===== src/design/slbm_pkg.sv =====
// shared types and constants for the serial loaded bank mapper
// no dependencies; imported by every module of the block
package slbm_pkg;

	localparam int PRG_ADDR_BITS = 19;
	localparam int CHR_ADDR_BITS = 17;
	localparam int PRG_BANK_SHIFT = 14;
	localparam int CHR_BANK_SHIFT = 12;

	localparam int ADDR_W = 16;
	localparam int DATA_W = 8;
	localparam int MAPPED_W = 19;
	localparam int BANK_W = 5;
	localparam int UNIT_W = 6;
	localparam int CFG_IDX_W = 2;
	localparam int CFG_DATA_W = 20;
	localparam int STEP_CNT_W = 3;

	localparam logic [UNIT_W-1:0] PRG_MIN_UNITS = UNIT_W'(1);
	localparam logic [UNIT_W-1:0] PRG_TOP_UNITS =
		UNIT_W'(1 << (PRG_ADDR_BITS - PRG_BANK_SHIFT));
	localparam logic [UNIT_W-1:0] CHR_MIN_UNITS = UNIT_W'(2);
	localparam logic [UNIT_W-1:0] CHR_TOP_UNITS =
		UNIT_W'(1 << (CHR_ADDR_BITS - CHR_BANK_SHIFT));
	localparam logic [UNIT_W-1:0] PRG_RESET_UNITS = UNIT_W'(262144 >> PRG_BANK_SHIFT);
	localparam logic [UNIT_W-1:0] CHR_RESET_UNITS = UNIT_W'(131072 >> CHR_BANK_SHIFT);

	localparam logic [BANK_W-1:0] CTRL_RESET = 5'h0C;
	localparam logic [BANK_W-1:0] CTRL_PRG_FORCE = 5'h0C;
	localparam logic [BANK_W-1:0] BANK_EVEN_MASK = 5'h1E;
	localparam logic [STEP_CNT_W-1:0] LAST_STEP = STEP_CNT_W'(BANK_W - 1);
	localparam logic [STEP_CNT_W-1:0] LOAD_COUNT = STEP_CNT_W'(5);

	localparam logic [CFG_IDX_W-1:0] CFG_PRG_ROM = 2'd0;
	localparam logic [CFG_IDX_W-1:0] CFG_CHR_ROM = 2'd1;

	typedef enum logic [1:0] {
		ACT_CPU_WRITE = 2'd0,
		ACT_CPU_XLATE = 2'd1,
		ACT_PPU_XLATE = 2'd2,
		ACT_NONE      = 2'd3
	} slbm_action_t;

	typedef enum logic [1:0] {
		REG_CONTROL  = 2'd0,
		REG_CHR_LOW  = 2'd1,
		REG_CHR_HIGH = 2'd2,
		REG_PRG_BANK = 2'd3
	} slbm_reg_t;

	typedef enum logic [1:0] {
		OP_PRG    = 2'd0,
		OP_CHR_LO = 2'd1,
		OP_CHR_HI = 2'd2
	} slbm_op_t;

	typedef struct packed {
		logic     idle;
		logic     mod_load;
		logic     mod_step;
		logic     capture;
		logic     commit;
		slbm_op_t sel;
	} slbm_cmd_t;

	typedef struct packed {
		logic recalc_req;
	} slbm_sts_t;

endpackage


===== src/design/serial_loaded_bank_mapper_top.sv =====
// Serial loaded bank mapper, top level.
// Input stream: s_tuser carries the access kind (CPU write, CPU translate,
// PPU translate), s_tdata the bus address and the written byte. Every
// accepted word yields exactly one result word on the m_ side: the ROM byte
// offset, the nametable mirroring and an out-of-window flag.
// Configuration: cfg_index 0 writes the PRG ROM size, 1 the CHR ROM size;
// other indexes are ignored. Writes are taken while the mapper is idle.
// A result is registered when its input is accepted. Translations and
// writes that load no register run at one word per cycle while the receiver
// takes results and no configuration write is pending. A write that loads a
// register (fifth serial bit, or serial reset) or a configuration write
// starts a bank offset recompute: three remainders of a bank number by the
// ROM size, each a load, five steps and a capture on one shared serial
// remainder unit, then a commit; throughout, s_tready and cfg_ready are low.
// After reset the same recompute runs before the first word is taken.
// When the receiver stalls, the result is held in the output register and
// s_tready stays low until it is taken or taken in the same cycle.
// Depends on slbm_pkg, slbm_ctrl, slbm_dp and slbm_rem.
module serial_loaded_bank_mapper_top
	import slbm_pkg::*;
(
	input  logic                  clk,
	input  logic                  arst_n,
	input  logic                  s_tvalid,
	output logic                  s_tready,
	input  logic [23:0]           s_tdata,   // address[15:0], data[23:16]
	input  logic [1:0]            s_tuser,   // action[1:0]
	output logic                  m_tvalid,
	input  logic                  m_tready,
	output logic [23:0]           m_tdata,   // mapped_address[18:0], mirror_mode[20:19],
	                                         // out_of_range[21], zero[23:22]
	input  logic                  cfg_valid,
	output logic                  cfg_ready,
	input  logic [CFG_IDX_W-1:0]  cfg_index,
	input  logic [CFG_DATA_W-1:0] cfg_data
);

	slbm_cmd_t cmd;
	slbm_sts_t sts;
	logic      in_accept;
	logic      cfg_accept;

	assign s_tready = cmd.idle && !cfg_valid && (!m_tvalid || m_tready);
	assign cfg_ready = cmd.idle;
	assign in_accept = s_tvalid && s_tready;
	assign cfg_accept = cfg_valid && cfg_ready;

	slbm_ctrl u_ctrl (
		.clk    (clk),
		.arst_n (arst_n),
		.sts    (sts),
		.cmd    (cmd)
	);

	slbm_dp u_dp (
		.clk        (clk),
		.arst_n     (arst_n),
		.cmd        (cmd),
		.sts        (sts),
		.in_accept  (in_accept),
		.in_action  (s_tuser),
		.in_address (s_tdata[15:0]),
		.in_data    (s_tdata[23:16]),
		.cfg_accept (cfg_accept),
		.cfg_idx    (cfg_index),
		.cfg_wdata  (cfg_data),
		.out_ready  (m_tready),
		.out_valid  (m_tvalid),
		.out_word   (m_tdata)
	);

endmodule


===== src/design/slbm_rem.sv =====
// serial remainder unit: five-bit bank number modulo a six-bit rom size in banks
// one quotient bit per cycle; uses slbm_pkg
module slbm_rem
	import slbm_pkg::*;
(
	input  logic              clk,
	input  logic              load,
	input  logic              step,
	input  logic [BANK_W-1:0] dividend,
	input  logic [UNIT_W-1:0] divisor,
	output logic [BANK_W-1:0] remainder
);

	logic [BANK_W-1:0] dvd_q;
	logic [BANK_W-1:0] rem_q;
	logic [UNIT_W-1:0] trial;

	assign trial = {rem_q, dvd_q[BANK_W-1]};
	assign remainder = rem_q;

	always_ff @(posedge clk) begin
		if (load) begin
			dvd_q <= dividend;
			rem_q <= '0;
		end else if (step) begin
			dvd_q <= {dvd_q[BANK_W-2:0], 1'b0};
			if (trial >= divisor) begin
				rem_q <= BANK_W'(trial - divisor);
			end else begin
				rem_q <= trial[BANK_W-1:0];
			end
		end
	end

endmodule


===== src/design/slbm_ctrl.sv =====
// controller: sequences the bank offset recompute over the remainder unit
// uses slbm_pkg; drives the datapath through slbm_cmd_t
module slbm_ctrl
	import slbm_pkg::*;
(
	input  logic      clk,
	input  logic      arst_n,
	input  slbm_sts_t sts,
	output slbm_cmd_t cmd
);

	typedef enum logic [2:0] {
		ST_IDLE,
		ST_LOAD,
		ST_STEP,
		ST_CAPTURE,
		ST_COMMIT
	} state_t;

	state_t                state_q;
	slbm_op_t              sel_q;
	logic [STEP_CNT_W-1:0] cnt_q;

	always_ff @(posedge clk or negedge arst_n) begin
		if (!arst_n) begin
			state_q <= ST_LOAD;
			sel_q <= OP_PRG;
			cnt_q <= '0;
		end else begin
			unique case (state_q)
				ST_IDLE: begin
					if (sts.recalc_req) begin
						state_q <= ST_LOAD;
						sel_q <= OP_PRG;
					end
				end
				ST_LOAD: begin
					cnt_q <= '0;
					state_q <= ST_STEP;
				end
				ST_STEP: begin
					cnt_q <= cnt_q + 1'b1;
					if (cnt_q == LAST_STEP) begin
						state_q <= ST_CAPTURE;
					end
				end
				ST_CAPTURE: begin
					unique case (sel_q)
						OP_PRG: begin
							sel_q <= OP_CHR_LO;
							state_q <= ST_LOAD;
						end
						OP_CHR_LO: begin
							sel_q <= OP_CHR_HI;
							state_q <= ST_LOAD;
						end
						default: begin
							state_q <= ST_COMMIT;
						end
					endcase
				end
				ST_COMMIT: begin
					state_q <= ST_IDLE;
				end
				default: begin
					state_q <= ST_IDLE;
				end
			endcase
		end
	end

	always_comb begin
		cmd.idle = (state_q == ST_IDLE);
		cmd.mod_load = (state_q == ST_LOAD);
		cmd.mod_step = (state_q == ST_STEP);
		cmd.capture = (state_q == ST_CAPTURE);
		cmd.commit = (state_q == ST_COMMIT);
		cmd.sel = sel_q;
	end

endmodule


===== src/design/slbm_dp.sv =====
// datapath: serial loader, bank registers, rom sizes, offsets, translation, output word
// uses slbm_pkg and slbm_rem; controlled by slbm_ctrl
module slbm_dp
	import slbm_pkg::*;
(
	input  logic                  clk,
	input  logic                  arst_n,
	input  slbm_cmd_t             cmd,
	output slbm_sts_t             sts,
	input  logic                  in_accept,
	input  logic [1:0]            in_action,
	input  logic [ADDR_W-1:0]     in_address,
	input  logic [DATA_W-1:0]     in_data,
	input  logic                  cfg_accept,
	input  logic [CFG_IDX_W-1:0]  cfg_idx,
	input  logic [CFG_DATA_W-1:0] cfg_wdata,
	input  logic                  out_ready,
	output logic                  out_valid,
	output logic [23:0]           out_word
);

	logic [BANK_W-1:0] shift_q, shift_d;
	logic [STEP_CNT_W-1:0] cnt_q, cnt_d;
	logic [BANK_W-1:0] ctrl_q, ctrl_d;
	logic [BANK_W-1:0] chr_lo_q, chr_lo_d;
	logic [BANK_W-1:0] chr_hi_q, chr_hi_d;
	logic [BANK_W-1:0] prg_bank_q, prg_bank_d;
	logic [UNIT_W-1:0] prg_units_q, chr_units_q;
	logic [UNIT_W-1:0] prg_units_new, chr_units_new;
	logic [BANK_W-1:0] prg_off_q [2];
	logic [BANK_W-1:0] chr_off_q [2];
	logic [BANK_W-1:0] res_prg_q, res_lo_q, res_hi_q;
	logic              out_valid_q;
	logic [23:0]       out_word_q;
	logic              write_recalc;
	logic [BANK_W-1:0] shifted;
	logic [BANK_W-1:0] operand;
	logic [UNIT_W-1:0] divisor;
	logic [BANK_W-1:0] remainder;
	logic [MAPPED_W-1:0] mapped;
	logic              oor;
	slbm_action_t      action;

	assign action = slbm_action_t'(in_action);
	assign shifted = {in_data[0], shift_q[BANK_W-1:1]};

	function automatic logic [BANK_W-1:0] inc_wrap(input logic [BANK_W-1:0] r,
			input logic [UNIT_W-1:0] units);
		logic [UNIT_W-1:0] n;
		n = {1'b0, r} + 1'b1;
		if (n == units) begin
			return '0;
		end
		return n[BANK_W-1:0];
	endfunction

	// serial loader
	always_comb begin
		shift_d = shift_q;
		cnt_d = cnt_q;
		ctrl_d = ctrl_q;
		chr_lo_d = chr_lo_q;
		chr_hi_d = chr_hi_q;
		prg_bank_d = prg_bank_q;
		write_recalc = 1'b0;
		if (in_accept && action == ACT_CPU_WRITE && in_address[15]) begin
			if (in_data[7]) begin
				shift_d = '0;
				cnt_d = '0;
				ctrl_d = ctrl_q | CTRL_PRG_FORCE;
				write_recalc = 1'b1;
			end else if (cnt_q + 1'b1 == LOAD_COUNT) begin
				shift_d = '0;
				cnt_d = '0;
				write_recalc = 1'b1;
				unique case (slbm_reg_t'(in_address[14:13]))
					REG_CONTROL: ctrl_d = shifted;
					REG_CHR_LOW: chr_lo_d = shifted;
					REG_CHR_HIGH: chr_hi_d = shifted;
					default: prg_bank_d = shifted;
				endcase
			end else begin
				shift_d = shifted;
				cnt_d = cnt_q + 1'b1;
			end
		end
	end

	assign sts.recalc_req = write_recalc || cfg_accept;

	// rom sizes in banks, rounded down and clamped (CHR sizes use cfg_data bits 17:12 only)
	always_comb begin
		prg_units_new = cfg_wdata[PRG_BANK_SHIFT +: UNIT_W];
		if (prg_units_new < PRG_MIN_UNITS) begin
			prg_units_new = PRG_MIN_UNITS;
		end else if (prg_units_new > PRG_TOP_UNITS) begin
			prg_units_new = PRG_TOP_UNITS;
		end
		chr_units_new = cfg_wdata[CHR_BANK_SHIFT +: UNIT_W];
		if (chr_units_new < CHR_MIN_UNITS) begin
			chr_units_new = CHR_MIN_UNITS;
		end else if (chr_units_new > CHR_TOP_UNITS) begin
			chr_units_new = CHR_TOP_UNITS;
		end
	end

	always_ff @(posedge clk or negedge arst_n) begin
		if (!arst_n) begin
			shift_q <= '0;
			cnt_q <= '0;
			ctrl_q <= CTRL_RESET;
			chr_lo_q <= '0;
			chr_hi_q <= '0;
			prg_bank_q <= '0;
			prg_units_q <= PRG_RESET_UNITS;
			chr_units_q <= CHR_RESET_UNITS;
			out_valid_q <= 1'b0;
		end else begin
			shift_q <= shift_d;
			cnt_q <= cnt_d;
			ctrl_q <= ctrl_d;
			chr_lo_q <= chr_lo_d;
			chr_hi_q <= chr_hi_d;
			prg_bank_q <= prg_bank_d;
			if (cfg_accept && cfg_idx == CFG_PRG_ROM) begin
				prg_units_q <= prg_units_new;
			end
			if (cfg_accept && cfg_idx == CFG_CHR_ROM) begin
				chr_units_q <= chr_units_new;
			end
			if (in_accept) begin
				out_valid_q <= 1'b1;
			end else if (out_ready) begin
				out_valid_q <= 1'b0;
			end
		end
	end

	// remainder operand selection
	always_comb begin
		unique case (cmd.sel)
			OP_PRG: begin
				operand = ctrl_q[3] ? prg_bank_q : (prg_bank_q & BANK_EVEN_MASK);
				divisor = prg_units_q;
			end
			OP_CHR_LO: begin
				operand = ctrl_q[4] ? chr_lo_q : (chr_lo_q & BANK_EVEN_MASK);
				divisor = chr_units_q;
			end
			default: begin
				operand = chr_hi_q;
				divisor = chr_units_q;
			end
		endcase
	end

	slbm_rem u_rem (
		.clk       (clk),
		.load      (cmd.mod_load),
		.step      (cmd.mod_step),
		.dividend  (operand),
		.divisor   (divisor),
		.remainder (remainder)
	);

	always_ff @(posedge clk) begin
		if (cmd.capture) begin
			unique case (cmd.sel)
				OP_PRG: res_prg_q <= remainder;
				OP_CHR_LO: res_lo_q <= remainder;
				default: res_hi_q <= remainder;
			endcase
		end
		if (cmd.commit) begin
			unique case (ctrl_q[3:2])
				2'd2: begin
					prg_off_q[0] <= '0;
					prg_off_q[1] <= res_prg_q;
				end
				2'd3: begin
					prg_off_q[0] <= res_prg_q;
					prg_off_q[1] <= BANK_W'(prg_units_q - 1'b1);
				end
				default: begin
					prg_off_q[0] <= res_prg_q;
					prg_off_q[1] <= inc_wrap(res_prg_q, prg_units_q);
				end
			endcase
			chr_off_q[0] <= res_lo_q;
			chr_off_q[1] <= ctrl_q[4] ? res_hi_q : inc_wrap(res_lo_q, chr_units_q);
		end
		if (in_accept) begin
			out_word_q <= {2'b00, oor, ctrl_d[1:0], mapped};
		end
	end

	// translation
	always_comb begin
		mapped = '0;
		oor = 1'b0;
		unique case (action)
			ACT_CPU_WRITE: begin
				oor = 1'b0;
			end
			ACT_CPU_XLATE: begin
				if (!in_address[15]) begin
					oor = 1'b1;
				end else begin
					mapped = {prg_off_q[in_address[14]], in_address[13:0]};
				end
			end
			ACT_PPU_XLATE: begin
				if (in_address[15:13] != 3'b000) begin
					oor = 1'b1;
				end else begin
					mapped = MAPPED_W'({chr_off_q[in_address[12]], in_address[11:0]});
				end
			end
			default: begin
				oor = 1'b1;
			end
		endcase
	end

	assign out_valid = out_valid_q;
	assign out_word = out_word_q;

endmodule

===== config.mk =====
export PLATFORM = sky130hd
export DESIGN_NAME = serial_loaded_bank_mapper_top
export DESIGN_NICKNAME = d
export VERILOG_FILES = /design/src/design/slbm_pkg.sv /design/src/design/serial_loaded_bank_mapper_top.sv /design/src/design/slbm_rem.sv /design/src/design/slbm_ctrl.sv /design/src/design/slbm_dp.sv
export SDC_FILE = /design/constraint.sdc
export NUM_CORES = 1
export LEC_CHECK = 0
export ABC_AREA = 1
export BUFFER_PORTS_ARGS = -buffer_cell sky130_fd_sc_hd__buf_2
export CORE_AREA = 2 2 116 107
export DETAILED_ROUTE_END_ITERATION = 16
export DIE_AREA = 0 0 118 109
export HOLD_SLACK_MARGIN = 0.06
export PLACE_DENSITY = 0.72
export SYNTH_ARGS = -nofsm -noshare
export SYNTH_HDL_FRONTEND = slang
export SYNTH_SLANG_ARGS = --single-unit

===== constraint.sdc =====
create_clock -name clk -period 2.7 [get_ports clk]
set_clock_uncertainty 0.1 [all_clocks]
set_input_delay 0 -clock clk [delete_from_list [all_inputs] [get_ports clk]]
set_output_delay 0 -clock clk [all_outputs]
set_load 0.005 [all_outputs]

* Word-level counts from Yosys, hierarchy flattened
Memory sizes are Yosys's and may differ from the RTL's. Index checks and enable logic that the tools add are counted. W data, S select, Z words.
Storage, ports and cells: register bits 96, memories 2, word-level logic and storage cells 161, input port bits 53, output and inout port bits 27, bits in read-only memories 0, bits in latches 0, RAM bits 20
Memory list:
- u_dp.chr_off_q | words 2, bits a word 5, rd ports 1, clocked after memory_dff 0, write ports 2, RTL line slbm_dp.sv:31 | logic [BANK_W-1:0] chr_off_q [2];
- u_dp.prg_off_q | words 2, bits a word 5, rd ports 1, clocked after memory_dff 0, write ports 2, RTL line slbm_dp.sv:30 | logic [BANK_W-1:0] prg_off_q [2];
Cells by class: divide/modulo/power cells 0, multipliers 0, $lt $le $gt $ge 5, eq/ne operators 19, bitwise operators 7, reductions and logical operators 36, add/subtract/negate cells 6, mux-type cells 66, shift-type cells 0
Operator list (count):
- $mux W5 | 17
- $pmux W19 S2 | 1
- $mux W6 | 5
- $mux W1 | 25
- $mux W19 | 1
- $mux W17 | 1
- $reduce_and A4 Y1 | 4
- $mux W3 | 5
- $add A5 B1 Y6 const B | 2
- $eq A6 B6 Y1 | 2
- $gt A6 B6 Y1 const B | 2
- $mux W4 | 3
- $pmux W3 S4 | 1
- $pmux W5 S2 | 1
- $reduce_bool A2 Y1 | 5
- $eq A3 B3 Y1 const B | 3
- $eq A2 B1 Y1 const B | 4
- $eq A2 B2 Y1 const B | 4
- $logic_and A1 B1 Y1 | 8
- $logic_not A2 Y1 | 4
- $pmux W2 S2 | 2
- $reduce_and A2 Y1 | 4
- $add A3 B1 Y3 const B | 2
- $eq A3 B2 Y1 const B | 2
- 21 further kinds | 31

* Longest topological paths before layout
depth in word-level cells 10, gate-level depth with buffers 13, gate-level depth less buffers 12

* By module
A second synthesis with hierarchy kept.
Second synthesis, totals: cells, all modules 650, area total of the unflattened synthesis 5820.6 um2
Modules (own cells, without submodules):
- slbm_dp | cells each 488, area an instance 4639.4 um2, times used 1, seq. area each 2717.6 um2
- slbm_rem | cells each 98, area an instance 711.9 um2, times used 1, seq. area each 250.2 um2
- slbm_ctrl | cells each 54, area an instance 429.2 um2, times used 1, seq. area each 201.4 um2
- serial_loaded_bank_mapper_top | cells each 10, area an instance 40.0 um2, times used 1, seq. area each 0.0 um2

* Least setup slack after synthesis
No wires, ideal clock.
path kind register -> register, start point register u_ctrl.sel_q[1], end point register u_dp.u_rem.rem_q[0] (netlist: u_dp.u_rem.remainder[0]), setup slack 197 ps, period minus slack after synthesis 2503 ps, arrival time 2285 ps, path buffers 2, setup time 118 ps, required time 2482 ps, stages on the path, launching flop included 12, cell sequence dfrtp_1 -> clkbuf_1 -> nor2_1 -> clkbuf_1 -> o21ai_0 -> ha_1 -> nand4_1 -> or2_0 -> nand3_1 -> nand2_1 -> nand2_1 -> o21ai_1
Between the ends: word-level cells in the longest chain between the ends 4, elaborated cells between the ends (all ways) 5, classes of those cells add/sub (1); order compare (1); mux (2); reduce/logical (1)
RTL lines:
- start, declared | RTL line slbm_ctrl.sv:21 | slbm_op_t sel_q;
- start signal, assigned | RTL line slbm_ctrl.sv:27 | sel_q <= OP_PRG;
- start signal, assigned | RTL line slbm_ctrl.sv:34 | sel_q <= OP_PRG;
- start signal, assigned | RTL line slbm_ctrl.sv:50 | sel_q <= OP_CHR_LO;
- $logic_not A2 Y1 (*) | RTL line slbm_dp.sv:141 | unique case (cmd.sel)
- $mux W6 (*) | RTL line slbm_dp.sv:141
- $sub A5 B5 Y5 / $ge A6 B6 Y1 (equally long branches) | RTL line slbm_rem.sv:28, slbm_rem.sv:27
- $mux W5 (*) | RTL line slbm_rem.sv:27 | if (trial >= divisor) begin
- end signal, assigned | RTL line slbm_rem.sv:28 | rem_q <= BANK_W'(trial - divisor);
- end signal, assigned | RTL line slbm_rem.sv:30 | rem_q <= trial[BANK_W-1:0];
- end, declared | RTL line slbm_rem.sv:15 | logic [BANK_W-1:0] rem_q;
Mark *: on every way between the ends. The rest lies on a longest branch, timed or not. A chain may end at the register's enable or synchronous reset.

* Final worst setup path
start point register u_ctrl.state_q[1], end point register u_dp.ctrl_q[4]
Between the ends: word-level cells in the longest chain between the ends 7
RTL lines:
- start, declared | RTL line slbm_ctrl.sv:20 | state_t state_q;
- start signal, assigned | RTL line slbm_ctrl.sv:26 | state_q <= ST_LOAD;
- start signal, assigned | RTL line slbm_ctrl.sv:33 | state_q <= ST_LOAD;
- start signal, assigned | RTL line slbm_ctrl.sv:39 | state_q <= ST_STEP;
- $logic_not A3 Y1 | RTL line slbm_ctrl.sv:73 | cmd.idle = (state_q == ST_IDLE);
- $logic_and A1 B1 Y1 (2 in a row) | RTL line serial_loaded_bank_mapper_top.sv:43 | assign s_tready = cmd.idle && !cfg_valid && (!m_tvalid || m_tready);
- $logic_and A1 B1 Y1 | RTL line serial_loaded_bank_mapper_top.sv:45 | assign in_accept = s_tvalid && s_tready;
- net in_accept | RTL line serial_loaded_bank_mapper_top.sv:40 | logic in_accept;
- $logic_and A1 B1 Y1 (2 in a row) | RTL line slbm_dp.sv:66 | if (in_accept && action == ACT_CPU_WRITE && in_address[15]) begin
- $reduce_and A4 Y1 (no line)
- end signal, assigned | RTL line slbm_dp.sv:121 | ctrl_q <= ctrl_d;
- end, declared | RTL line slbm_dp.sv:24 | logic [BANK_W-1:0] ctrl_q, ctrl_d;
The timed path passes the listed nets, and every way through them passes these cells.

==> flow_summary_export.csv <==
group,metric,value,unit
status,status,"finished, final reports clean",
clocking,cts_tree,"yes",
clocking,clk_latency,0.41,ns
logic_synthesis,yosysTopAreaCellShare,0.3273,
setup_path,critPathMaxFanout,7,
clocking,numCtsBuffers,17,
place,port_buffers,59,
die,rows,38,
routing,num_vias,4767,
logic_synthesis,ys_types,46,
clocking,clockRootBuffer,"clkbuf_16",
setup_path,crit_chain,"nor2_2, nand3_2, nor3_4, nand2_4, nor2_4, nand4_1, dlygate4sd3_1, nand2_1",
sta,finalHoldViolCount,0,
die,die_y,109,um
place,place_congestion,0.8839,
die,fp.dieW,118,um
routing,vias_per_cell,5.216,
cells_and_area,nets,812,
logic_synthesis,synth_top_flop_cell,"edfxtp_1",
clocking,ctsResizeCount,0,
sta,period_minus_slack,2.459,ns
routing,firstDrtPassIters,5,
sta,tightest_slew,0.8481,ns
logic_synthesis,ys_ff_latch,115,
die,initial_utilization,0.4843,
pwr,leakage,3.409,nW
cells_and_area,antenna_cells,0,
place,preCtsSetupSlack,0.3160,ns
logic_synthesis,mappedNetlistArea,0.005688,sq mm
sta,setup_ws,0.2414,ns
logic_synthesis,async_flop_share,0.4174,
logic_synthesis,synth_edf_count,62,
sta,slew_headroom,0.4327,
setup_path,slowest_delay,0.57,ns
global_route,grt_pass1_vias,4790,
setup_path,path_class,"reg -> reg",
cells_and_area,nFillCells,911,
sta,post-route-period-util,0.9106,
logic_synthesis,synth.area.top_cells,"edfxtp_1 33%, dfrtp_1 19%, nand2_1 8.8%, inv_1 5.3%, nor2_1 4.5%",
global_route,grt_start_max_net_pins,21,
setup_path,start_kind,"register",
global_route,grt_overflow_total,0,
cells_and_area,seqCellArea,0.003169,sq mm
setup_path,crit_path_end_kind,"register",
global_route,grt_pass1_wl,22480,um
setup_path,slowest_stage,"dlygate4sd3_1",
cells_and_area,drive_gt1_frac,0.1684,
setup_path,crit_arrival,2.71,ns
routing,drc,0,
pwr,powerDensity,993.0,mW/mm^2
routing,drt_iter0_markers,466,
sta,fmax,0.4067,GHz
clocking,clock-sinks,115,
sta,finalSetupViolations,0,
min_path,hold_class,"in -> reg",
place,dp_hpwl,9097,um
clocking,clk_pin_slew,0.06,ns
die,core,0.01174,sq mm
flow_run,maxCapViolCount,0,
die,dieArea,0.01286,sq mm
cells_and_area,area_growth,28.55,%
routing,detail-route-antenna-nets,0,
clocking,cts.htree.levels,4,
die,ios,80,
clocking,postCtsSetupRepairBufs,0,
logic_synthesis,yosysWarnings,0,
cells_and_area,multi_input_area,0.002123,sq mm
routing,drt_wl_total,13650,um
logic_synthesis,syn_area_per_cell,9.234,sq um
logic_synthesis,syn_inst,616,
sta,finalSetupTns,0,ns
logic_synthesis,ys_seq_area_frac,0.5572,
global_route,grt_usage,0.2240,
logic_synthesis,synth_largest_area_cell,"edfxtp_1",
pwr,ir_drop,482.7,uV
setup_path,path_buf_inv,1,
clocking,cts.path.max_buffers,2,
global_route,grt_antenna_before_repair,0,
cells_and_area,postLayoutCoreUtil,0.6226,
sta,rsz0062_at_grt,"no",
setup_path,cp_data_required_time,2.95,ns
setup_path,cp_top_family,"simple AND/OR/NAND/NOR gates",
routing,wl_per_cell,14.93,um
sta,slew_violations,0,
cells by family after synthesis:
| logic type | count (synthesis) | synth area share |
|---|---|---|
| AO/OA/AOI/OAI | 85 | 0.08381 |
| adder cells (fa/ha/maj) | 18 | 0.04091 |
| flip-flops | 115 | 0.5572 |
| multiplexers | 3 | 0.005280 |
| AND/OR/NAND/NOR | 275 | 0.2173 |
| buffers and inverters | 103 | 0.07017 |
| other | 1 | 0.0006593 |
| XOR/XNOR | 16 | 0.02464 |
routing by layer:
layer | global-route usage | vias up | part of all wire
met5 | 0 | - | 0
met4 | 0.1033 | 0 | 0.024
met3 | 0.04864 | 37 | 0.061
met2 | 0.3875 | 186 | 0.49
met1 | 0.2716 | 2261 | 0.42
li1 | - | 2283 | -
placed cells by master, fill, tap and decap left out, types with 5 or more instances in the layout:
master	instances
nand2_1	133
o21ai_1	26
a21oi_1	18
buf_4	7
nand3_1	36
dfstp_2	5
ha_1	17
nor2_1	68
o22ai_1	11
edfxtp_1	62
xor2_1	9
inv_2	10
o21a_1	5
inv_1	80
buf_2	59
clkbuf_16	17
o21ai_0	17
dlygate4sd3_1	50
dfrtp_1	43
xnor2_1	7
nand4_1	9
dfxtp_1	5
nor3_1	7
sequential cells by signal, indices dropped and copies added (netlist names), 4 cells and up:
signal,count
u_dp.shift_q,4
u_dp.prg_off_q,10
u_dp.u_rem.remainder,5
u_dp.chr_hi_q,5
u_dp.ctrl_q,5
u_dp.chr_off_q,10
u_dp.res_prg_q,5
u_dp.prg_bank_q,5
u_dp.chr_units_q,6
u_dp.prg_units_q,6
u_dp.res_hi_q,5
u_dp.chr_lo_q,5
u_dp.u_rem.dvd_q,5
u_dp.out_word,22
u_dp.res_lo_q,5
synthesized netlist by cell type (all sizes together), types with 7 or more instances:
cell / n
xor2: 9
dfrtp: 43
ha: 17
xnor2: 7
edfxtp: 62
o22ai: 11
a21oi: 18
nor3: 11
nor2: 73
nand4: 9
inv: 90
nand3: 37
buf: 8
nand2: 138
o21ai: 43
layout make-up:
cell class	instances	area share
well taps	160	0.02738
repair buffers	116	0.1160
multi-input cells	399	0.2904
inverters	92	0.04723
flip-flops and latches	115	0.4334
clock inverters	13	0.02498
clock buffers	19	0.06057
worst reg2reg max path: cells and delay by family (launching register included):
kind | cells | cell delay, ns
AND/OR/NAND/NOR | 7 | 1.29
buffers and inverters | 1 | 0.57
flip-flops | 1 | 0.45
metrics by stage:
stage               cells  instance area [sq um]  power, mW  hold WS [ns]
finish                914                   7312      7.261        0.1627
global route          914                   7312      7.667        0.1964
CTS                   914                   7312      7.233        0.1542
detailed placement    832                   6186      4.756      -0.05549
global placement      832                   6186      4.617      -0.04850
floorplan             617                   5692      4.103       -0.3956
repair_timing:
| action | 4_1_cts | 5_1_grt |
|---|---|---|
| hold endpoints to repair | 112 | 0 |
| hold buffers | 50 | 0 |
| setup endpoints to repair | 0 | 0 |
final timing paths:
check,startpoint,endpoint,slack (ns),cells past startpoint
worst min register to register,u_dp.ctrl_q[0],u_dp.ctrl_q[0],0.37,2
worst min-delay path,s_tuser[0],u_dp.out_word[17],0.16,4
max in group asynchronous,arst_n,u_ctrl.cnt_q[2],0.49,4
worst max register to register,u_ctrl.state_q[1],u_dp.ctrl_q[4],0.24,8
min in group asynchronous,arst_n,u_ctrl.state_q[2],0.46,3
worst max-delay path,u_ctrl.state_q[1],u_dp.ctrl_q[4],0.24,8
power breakdown:
| group | leakage [nW] | internal [mW] | switching [mW] |
|---|---|---|---|
| Clock | 0.297 | 1.56 | 0.795 |
| Sequential | 1.22 | 2.31 | 0.292 |
| Combinational | 1.89 | 0.899 | 1.41 |
| Total | 3.41 | 4.77 | 2.49 |
No activity file was read; power rests on OpenSTA's default activity.
